**config.mk**
```make
export PLATFORM = sky130hd
export DESIGN_NAME = utf8_stream_sanitizer_unit_flat
export DESIGN_NICKNAME = d
export VERILOG_FILES = /design/src/sv/utf8san_pkg.sv /design/src/sv/utf8san_chan_if.sv /design/src/sv/utf8_stream_sanitizer_unit.sv /design/src/flat_wrapper.sv
export SDC_FILE = /design/constraint.sdc
export NUM_CORES = 1
export LEC_CHECK = 0
export ABC_CLOCK_PERIOD_IN_PS = 3400
export BUFFER_PORTS_ARGS = -buffer_cell sky130_fd_sc_hd__buf_2
export CAP_MARGIN = 0
export CORE_ASPECT_RATIO = 1.5
export CORE_MARGIN = 2
export CORE_UTILIZATION = 55
export CTS_CLUSTER_SIZE = 28
export DETAILED_ROUTE_END_ITERATION = 6
export GPL_ROUTABILITY_DRIVEN = 0
export PLACE_DENSITY = 0.71
export SLEW_MARGIN = 20
export SYNTH_ARGS = -nofsm -noshare
export SYNTH_HDL_FRONTEND = slang
export SYNTH_SLANG_ARGS = --single-unit
```
**constraint.sdc**
```tcl
create_clock -name clock -period 3.4 [get_ports clock]
set_input_delay 0.17 -clock clock [delete_from_list [all_inputs] [get_ports clock]]
set_output_delay 0.17 -clock clock [all_outputs]
set_load 0.03 [all_outputs]
```
**src/sv/utf8san_pkg.sv**
```systemverilog
`timescale 1ns / 1ps

package utf8san_pkg;

   typedef logic [7:0] byte_type;

   localparam byte_type ASCII_LIMIT = 8'h80;
   localparam byte_type CONT_LO     = 8'h80;
   localparam byte_type CONT_HI     = 8'hBF;
   localparam byte_type LEAD2_LO    = 8'hC2;
   localparam byte_type LEAD2_HI    = 8'hDF;
   localparam byte_type LEAD3_LO    = 8'hE0;
   localparam byte_type LEAD3_HI    = 8'hEF;
   localparam byte_type LEAD4_LO    = 8'hF0;
   localparam byte_type LEAD4_HI    = 8'hF4;

   localparam byte_type REPL_BACKSLASH = 8'h5C;
   localparam byte_type CHAR_LOWER_U   = 8'h75;
   localparam byte_type CHAR_LOWER_F   = 8'h66;
   localparam byte_type CHAR_LOWER_D   = 8'h64;

   localparam int       MAX_UNITS  = 4;
   localparam int       UNIT_IDX_W = 2;
   localparam int       UNIT_CNT_W = 3;
   localparam int       SUB_W      = 3;
   localparam logic [SUB_W-1:0] REPL_LAST = 3'd5;

   typedef struct packed {
      logic     is_repl;
      byte_type value;
   } unit_type;

   function automatic byte_type repl_char(input logic [SUB_W-1:0] idx);
      byte_type ch;
      case (idx)
         3'd0:    ch = REPL_BACKSLASH;
         3'd1:    ch = CHAR_LOWER_U;
         3'd2:    ch = CHAR_LOWER_F;
         3'd3:    ch = CHAR_LOWER_F;
         3'd4:    ch = CHAR_LOWER_F;
         3'd5:    ch = CHAR_LOWER_D;
         default: ch = CHAR_LOWER_D;
      endcase
      return ch;
   endfunction

endpackage

```
**src/sv/utf8san_chan_if.sv**
```systemverilog
`timescale 1ns / 1ps

interface utf8san_req_if;
   import utf8san_pkg::*;

   logic     valid;
   logic     ready;
   byte_type in_byte;
   logic     text_end;

   modport source (output valid, in_byte, text_end, input ready);
   modport sink   (input valid, in_byte, text_end, output ready);
endinterface

interface utf8san_rsp_if;
   import utf8san_pkg::*;

   logic     valid;
   logic     ready;
   byte_type out_byte;
   logic     run_last;
   logic     text_done;

   modport source (output valid, out_byte, run_last, text_done, input ready);
   modport sink   (input valid, out_byte, run_last, text_done, output ready);
endinterface

```
**src/sv/utf8_stream_sanitizer_unit.sv**
```systemverilog
// An item is taken into the job register, and its results pass on through the result register.
// Throughput: one result per cycle while the output does not stall; an item has 0 to 24
// results and holds the emitter until its last one, so one-result items stream at one per cycle.
// The emitter steps through up to four units, a replacement unit being six bytes.
// Reset (synchronous, active high) drops any pending sequence and empties both
// the job register and the result register.
`timescale 1ns / 1ps

module utf8_stream_sanitizer_unit (
   input  logic          clock,
   input  logic          reset,
   utf8san_req_if.sink   req_chan,
   utf8san_rsp_if.source rsp_chan
);
   import utf8san_pkg::*;

   // sequence state
   byte_type lead_ff, lead_in;
   logic [1:0] need_ff, need_in;
   logic [1:0] count_ff, count_in;
   byte_type cont_ff [2];
   logic cont_we;

   // job register
   logic job_valid_ff;
   unit_type job_units_ff [MAX_UNITS];
   logic [UNIT_CNT_W-1:0] job_count_ff;
   logic job_end_ff;
   logic [UNIT_IDX_W-1:0] unit_idx_ff;
   logic [SUB_W-1:0] sub_ff;

   // result register
   logic rsp_valid_ff;
   byte_type rsp_byte_ff;
   logic rsp_run_last_ff;
   logic rsp_done_ff;

   // plan
   unit_type plan_units [MAX_UNITS];
   logic [UNIT_CNT_W-1:0] plan_n;

   byte_type b;
   logic text_end;
   logic pending, is_cont, is_ascii;
   logic [1:0] lead_need;

   unit_type cur_unit;
   byte_type cur_byte;
   logic unit_last, job_last, rsp_free, emit, accept;

   assign b        = req_chan.in_byte;
   assign text_end = req_chan.text_end;
   assign pending  = (need_ff != 2'd0);
   assign is_cont  = b inside {[CONT_LO:CONT_HI]};
   assign is_ascii = (b < ASCII_LIMIT);

   always_comb begin
      if (b inside {[LEAD2_LO:LEAD2_HI]}) begin
         lead_need = 2'd1;
      end else if (b inside {[LEAD3_LO:LEAD3_HI]}) begin
         lead_need = 2'd2;
      end else if (b inside {[LEAD4_LO:LEAD4_HI]}) begin
         lead_need = 2'd3;
      end else begin
         lead_need = 2'd0;
      end
   end

   always_comb begin
      for (int i = 0; i < MAX_UNITS; i++) begin
         plan_units[i] = '0;
      end
      plan_n   = '0;
      lead_in  = lead_ff;
      need_in  = need_ff;
      count_in = count_ff;
      cont_we  = 1'b0;
      if (pending && is_cont &&
          (({1'b0, count_ff} + 3'd1) >= {1'b0, need_ff})) begin
         plan_units[plan_n[UNIT_IDX_W-1:0]] = '{is_repl: 1'b0, value: lead_ff};
         plan_n = plan_n + 3'd1;
         if (count_ff >= 2'd1) begin
            plan_units[plan_n[UNIT_IDX_W-1:0]] = '{is_repl: 1'b0, value: cont_ff[0]};
            plan_n = plan_n + 3'd1;
         end
         if (count_ff >= 2'd2) begin
            plan_units[plan_n[UNIT_IDX_W-1:0]] = '{is_repl: 1'b0, value: cont_ff[1]};
            plan_n = plan_n + 3'd1;
         end
         plan_units[plan_n[UNIT_IDX_W-1:0]] = '{is_repl: 1'b0, value: b};
         plan_n   = plan_n + 3'd1;
         lead_in  = '0;
         need_in  = '0;
         count_in = '0;
      end else if (pending && is_cont) begin
         cont_we  = 1'b1;
         count_in = count_ff + 2'd1;
         if (text_end) begin
            plan_units[plan_n[UNIT_IDX_W-1:0]] = '{is_repl: 1'b1, value: '0};
            plan_n = plan_n + 3'd1;
            if (count_in >= 2'd1) begin
               plan_units[plan_n[UNIT_IDX_W-1:0]] = '{is_repl: 1'b1, value: '0};
               plan_n = plan_n + 3'd1;
            end
            if (count_in >= 2'd2) begin
               plan_units[plan_n[UNIT_IDX_W-1:0]] = '{is_repl: 1'b1, value: '0};
               plan_n = plan_n + 3'd1;
            end
            lead_in  = '0;
            need_in  = '0;
            count_in = '0;
         end
      end else begin
         if (pending) begin
            plan_units[plan_n[UNIT_IDX_W-1:0]] = '{is_repl: 1'b1, value: '0};
            plan_n = plan_n + 3'd1;
            if (count_ff >= 2'd1) begin
               plan_units[plan_n[UNIT_IDX_W-1:0]] = '{is_repl: 1'b1, value: '0};
               plan_n = plan_n + 3'd1;
            end
            if (count_ff >= 2'd2) begin
               plan_units[plan_n[UNIT_IDX_W-1:0]] = '{is_repl: 1'b1, value: '0};
               plan_n = plan_n + 3'd1;
            end
            lead_in  = '0;
            need_in  = '0;
            count_in = '0;
         end
         if (is_ascii) begin
            plan_units[plan_n[UNIT_IDX_W-1:0]] = '{is_repl: 1'b0, value: b};
            plan_n = plan_n + 3'd1;
         end else if (lead_need != 2'd0 && !text_end) begin
            lead_in  = b;
            need_in  = lead_need;
            count_in = '0;
         end else begin
            plan_units[plan_n[UNIT_IDX_W-1:0]] = '{is_repl: 1'b1, value: '0};
            plan_n = plan_n + 3'd1;
         end
      end
   end

   assign cur_unit  = job_units_ff[unit_idx_ff];
   assign cur_byte  = cur_unit.is_repl ? repl_char(sub_ff) : cur_unit.value;
   assign unit_last = !cur_unit.is_repl || (sub_ff == REPL_LAST);
   assign job_last  = unit_last && ({1'b0, unit_idx_ff} == (job_count_ff - 3'd1));
   assign rsp_free  = !rsp_valid_ff || rsp_chan.ready;
   assign emit      = job_valid_ff && rsp_free;

   assign req_chan.ready = !job_valid_ff || (emit && job_last);
   assign accept         = req_chan.valid && req_chan.ready;

   always_ff @(posedge clock) begin
      if (reset) begin
         lead_ff      <= '0;
         need_ff      <= '0;
         count_ff     <= '0;
         job_valid_ff <= 1'b0;
         unit_idx_ff  <= '0;
         sub_ff       <= '0;
         rsp_valid_ff <= 1'b0;
      end else begin
         if (accept) begin
            lead_ff  <= lead_in;
            need_ff  <= need_in;
            count_ff <= count_in;
         end
         if (accept && plan_n != '0) begin
            job_valid_ff <= 1'b1;
            unit_idx_ff  <= '0;
            sub_ff       <= '0;
         end else if (emit) begin
            if (job_last) begin
               job_valid_ff <= 1'b0;
            end else if (unit_last) begin
               unit_idx_ff <= unit_idx_ff + 2'd1;
               sub_ff      <= '0;
            end else begin
               sub_ff <= sub_ff + 3'd1;
            end
         end
         if (emit) begin
            rsp_valid_ff <= 1'b1;
         end else if (rsp_chan.ready) begin
            rsp_valid_ff <= 1'b0;
         end
      end
   end

   always_ff @(posedge clock) begin
      if (accept && cont_we) begin
         cont_ff[count_ff[0]] <= b;
      end
      if (accept) begin
         job_units_ff <= plan_units;
         job_count_ff <= plan_n;
         job_end_ff   <= text_end;
      end
      if (emit) begin
         rsp_byte_ff     <= cur_byte;
         rsp_run_last_ff <= job_last;
         rsp_done_ff     <= job_last && job_end_ff;
      end
   end

   assign rsp_chan.valid     = rsp_valid_ff;
   assign rsp_chan.out_byte  = rsp_byte_ff;
   assign rsp_chan.run_last  = rsp_run_last_ff;
   assign rsp_chan.text_done = rsp_done_ff;

endmodule

```
**src/flat_wrapper.sv**
```systemverilog
// flat-port wrapper written by rule: the top's interface ports become plain ports
module utf8_stream_sanitizer_unit_flat import utf8san_pkg::*;
  (clock, reset, req_chan_valid, req_chan_in_byte, req_chan_text_end, req_chan_ready, rsp_chan_valid, rsp_chan_out_byte, rsp_chan_run_last, rsp_chan_text_done, rsp_chan_ready);
  utf8san_req_if req_chan_i ();
  utf8san_rsp_if rsp_chan_i ();
  input  logic clock;
  input  logic reset;
  input wire logic [$bits(req_chan_i.valid)-1:0] req_chan_valid;
  input wire logic [$bits(req_chan_i.in_byte)-1:0] req_chan_in_byte;
  input wire logic [$bits(req_chan_i.text_end)-1:0] req_chan_text_end;
  output wire logic [$bits(req_chan_i.ready)-1:0] req_chan_ready;
  output wire logic [$bits(rsp_chan_i.valid)-1:0] rsp_chan_valid;
  output wire logic [$bits(rsp_chan_i.out_byte)-1:0] rsp_chan_out_byte;
  output wire logic [$bits(rsp_chan_i.run_last)-1:0] rsp_chan_run_last;
  output wire logic [$bits(rsp_chan_i.text_done)-1:0] rsp_chan_text_done;
  input wire logic [$bits(rsp_chan_i.ready)-1:0] rsp_chan_ready;
  assign req_chan_i.valid = req_chan_valid;
  assign req_chan_i.in_byte = req_chan_in_byte;
  assign req_chan_i.text_end = req_chan_text_end;
  assign req_chan_ready = req_chan_i.ready;
  assign rsp_chan_valid = rsp_chan_i.valid;
  assign rsp_chan_out_byte = rsp_chan_i.out_byte;
  assign rsp_chan_run_last = rsp_chan_i.run_last;
  assign rsp_chan_text_done = rsp_chan_i.text_done;
  assign rsp_chan_i.ready = rsp_chan_ready;
  utf8_stream_sanitizer_unit u_core (.clock(clock), .reset(reset), .req_chan(req_chan_i), .rsp_chan(rsp_chan_i));
endmodule
```
==> flow_metrics.tcl <==
set metrics [dict create \
    outcome "completed" \
    synthDistinctLibCells 63 \
    synth_area_um2 4150 \
    layout.nets 370 \
    fmax_mhz 342 \
    worstPathRequired_ns 3.67 \
    fin_crit_ns 2.93 \
    cts-resized-gates 0 \
    yosysTopAreaCellShare 0.478 \
    synth_area_leaders "edfxtp_1 (48%), dfxtp_1 (9.2%), a22o_1 (5.9%), mux4_2 (4.3%), ha_1 (3.9%)" \
    cap_violations 0 \
    arrival_ns 3.19 \
    root_buffer "clkbuf_8" \
    top_layer "met4" \
    antenna_found_initial 0 \
    vias 2655 \
    finalPower_uw 2230 \
    viasPerCell 5.93 \
    setup_viol 0 \
    start_kind "flop" \
    grt-ovfl-total 0 \
    async_flop_share 0 \
    power_frac_seq 0.546 \
    syn_nets 342 \
    rows 38 \
    min_period_over_period 0.861 \
    fin_skew_ns 0.00947 \
    power.density_nw_per_um2 486 \
    met1Wirelength_um 3180 \
    p_int_uw 1660 \
    clockBufferDepth 2 \
    grt_pass1_vias 2601 \
    slew_violations 0 \
    setup_tns_ns 0 \
    die_w_um 74.9 \
    io_buffers 24 \
    grt_first_pass_wirelength_um 12900 \
    synthFlopType "edfxtp_1" \
    cts_sinks 85 \
    dr_wl_met3_um 366 \
    postCtsSetupBuffers 0 \
    io_pins 25 \
    avgSynthCellArea_um2 13.2 \
    power.share.clock 0.329 \
    drc 0 \
    cts.hold.buffers_added 0 \
    routed_wl_um 7870 \
    ant_nets 0 \
    ys_seq_area_frac 0.570 \
    slew_headroom 0.331 \
    cts_tree "done" \
    setup.worst_path.class "flop to flop" \
    crit_path_max_fanout 11 \
    track_usage 0.212 \
    tightest_slew_ns 1.00 \
    syn_inst 315 \
    clock_latency_ns 0.36 \
    grt_max_degree 27 \
    min_path_type "input pin to flop" \
    rsz0062_at_grt "no" \
    end_kind "flop" \
    synth_edf_count 66 \
    antenna_cells 0 \
    ys_warn_count 0 \
    hpwlAfterDp_um 5700 \
    clk_pin_slew_ns 0.08 \
    die_area_um2 8260 \
    initial_core_util 0.570 \
    p_switching_uw 566 \
    swShare 0.254 \
    multi_input_comb_area_um2 1640 \
    wire_per_inst_um 17.6 \
    dr.pass1.iters 4 \
    cts_buffers 9 \
    die_y_um 110 \
    power.leakage_uw 0.00165 \
    hold_violations 0 \
    nFillCells 566 \
    yosysTopAreaCell "edfxtp_1" \
    p_comb_frac 0.126 \
    syn2layout_area_growth_pct 10.7 \
    synth-seq-cells 85 \
    peakVddDrop_v 0.000308 \
    drive_above_1_share 0.227 \
    route.met2.wl_um 4170 \
    h-tree-depth 3 \
    core_area_um2 7270 \
    seqCellArea_um2 2360 \
    drt_iter0_drc 184 \
    fin_util 0.631 \
]
-- Yosys cell counts (all sizes together), types with 2 or more instances --
library cell  number
edfxtp            66
a22o              28
inv               22
dfxtp             19
nor2              14
ha                13
a21oi             12
nand2             11
o21ai             10
and2               9
buf                8
mux4               8
mux2               7
a31oi              6
nor2b              6
clkbuf             5
nand2b             5
a211oi             4
mux2i              4
nand3              4
nor3               4
nor4               4
o22ai              4
xor2               4
or2                3
a221oi             2
a2bb2oi            2
a31o               2
nand3b             2
nand4              2
o21a               2
o31ai              2
o32ai              2
or3                2
or4                2
-- registers in the layout, summed over array words and instances (netlist names), 2 cells and up --
signal and cells:
u_core.need_ff 2, u_core.cont_ff 16, u_core.job_units_ff 36, u_core.lead_ff 8, u_core.sub_ff 3, u_core.job_count_ff 3
u_core.count_ff 2, u_core.rsp_chan.out_byte 8, u_core.unit_idx_ff 2
-- cell families (layout without fill, tap and decap cells) --
family,Yosys count,after routing,share of synthesized area
adders and majority gates,14,14,0.0441
muxes,19,19,0.0739
and+or+nand+nor,72,72,0.0990
AOI/OAI and AO/OA,85,85,0.167
DFF,85,85,0.570
buffers and inverters,35,68,0.0359
xor gates and xnor gates,5,5,0.0106
-- path summary, 6_finish.rpt --
path                      start             endpoint  slack (ns)  cells after the start
min              req_chan_valid  u_core.job_valid_ff        0.07                      2
max reg2reg  u_core.count_ff[0]     u_core.sub_ff[1]        0.47                     11
min reg2reg   u_core.lead_ff[5]    u_core.lead_ff[5]        0.48                      1
max          u_core.count_ff[0]     u_core.sub_ff[1]        0.47                     11
-- metrics by stage --
| step | area (um^2) | setup WS [ns] | std cells | hold slack [ns] |
|---|---|---|---|---|
| 4_1_cts | 4590 | 0.550 | 448 | 0.0554 |
| 3_3_place_gp | 4380 | 0.636 | 432 | 0.421 |
| 2_1_floorplan | 4150 | 1.00 | 315 | 0.269 |
| 6_report | 4590 | 0.474 | 448 | 0.0681 |
| 5_1_grt | 4590 | 0.288 | 448 | 0.0691 |
| 3_5_place_dp | 4380 | 0.582 | 432 | 0.428 |
-- routing by layer --
metal	vias to the layer above	GRT usage
li1	1271	-
met1	1278	0.256
met2	94	0.360
met3	12	0.0391
met4	0	0.101
met5	-	0
-- cell usage in the layout, fill, tap and decap left out, types with 3 or more instances in the layout --
cell type / n
a211oi_1: 4
a21oi_1: 11
a22o_1: 28
a31oi_1: 4
and2_1: 8
buf_2: 24
buf_4: 5
clkbuf_8: 10
dfxtp_1: 19
edfxtp_1: 66
ha_1: 13
inv_1: 21
mux2_2: 6
mux2i_1: 3
mux4_2: 8
nand2_1: 11
nand2b_1: 5
nand3_1: 4
nor2_1: 14
nor2b_1: 6
nor3_1: 4
o21ai_0: 9
o22ai_1: 4
or2_2: 3
xor2_1: 4
-- power groups by stage --
stage / registers [uW] / logic, uW / clock network, uW
floorplan: 1270 / 173 / 0
global placement: 1240 / 278 / 0
detailed placement: 1240 / 282 / 0
CTS: 1220 / 282 / 748
global route: 1230 / 306 / 786
finish: 1220 / 281 / 733
-- critical path, stage by stage (launching register included) --
cell,delay [ns]
dfxtp_1,0.39
inv_1,0.16
ha_1,0.44
inv_1,0.17
o21ai_0,0.21
inv_1,0.12
ha_1,0.27
nand2b_1,0.17
nor4_1,0.23
a31oi_1,0.07
mux2_4,0.33
a221oi_2,0.27
-- area by class of cell --
type,count,area share
Sequential cell,85,0.515
Multi-Input combinational cell,195,0.356
Timing Repair Buffer,30,0.0387
Clock buffer,10,0.0300
Tap cell,100,0.0273
Inverter,22,0.0180
Clock inverter,6,0.0150
Power figures use the tool's default switching activity.
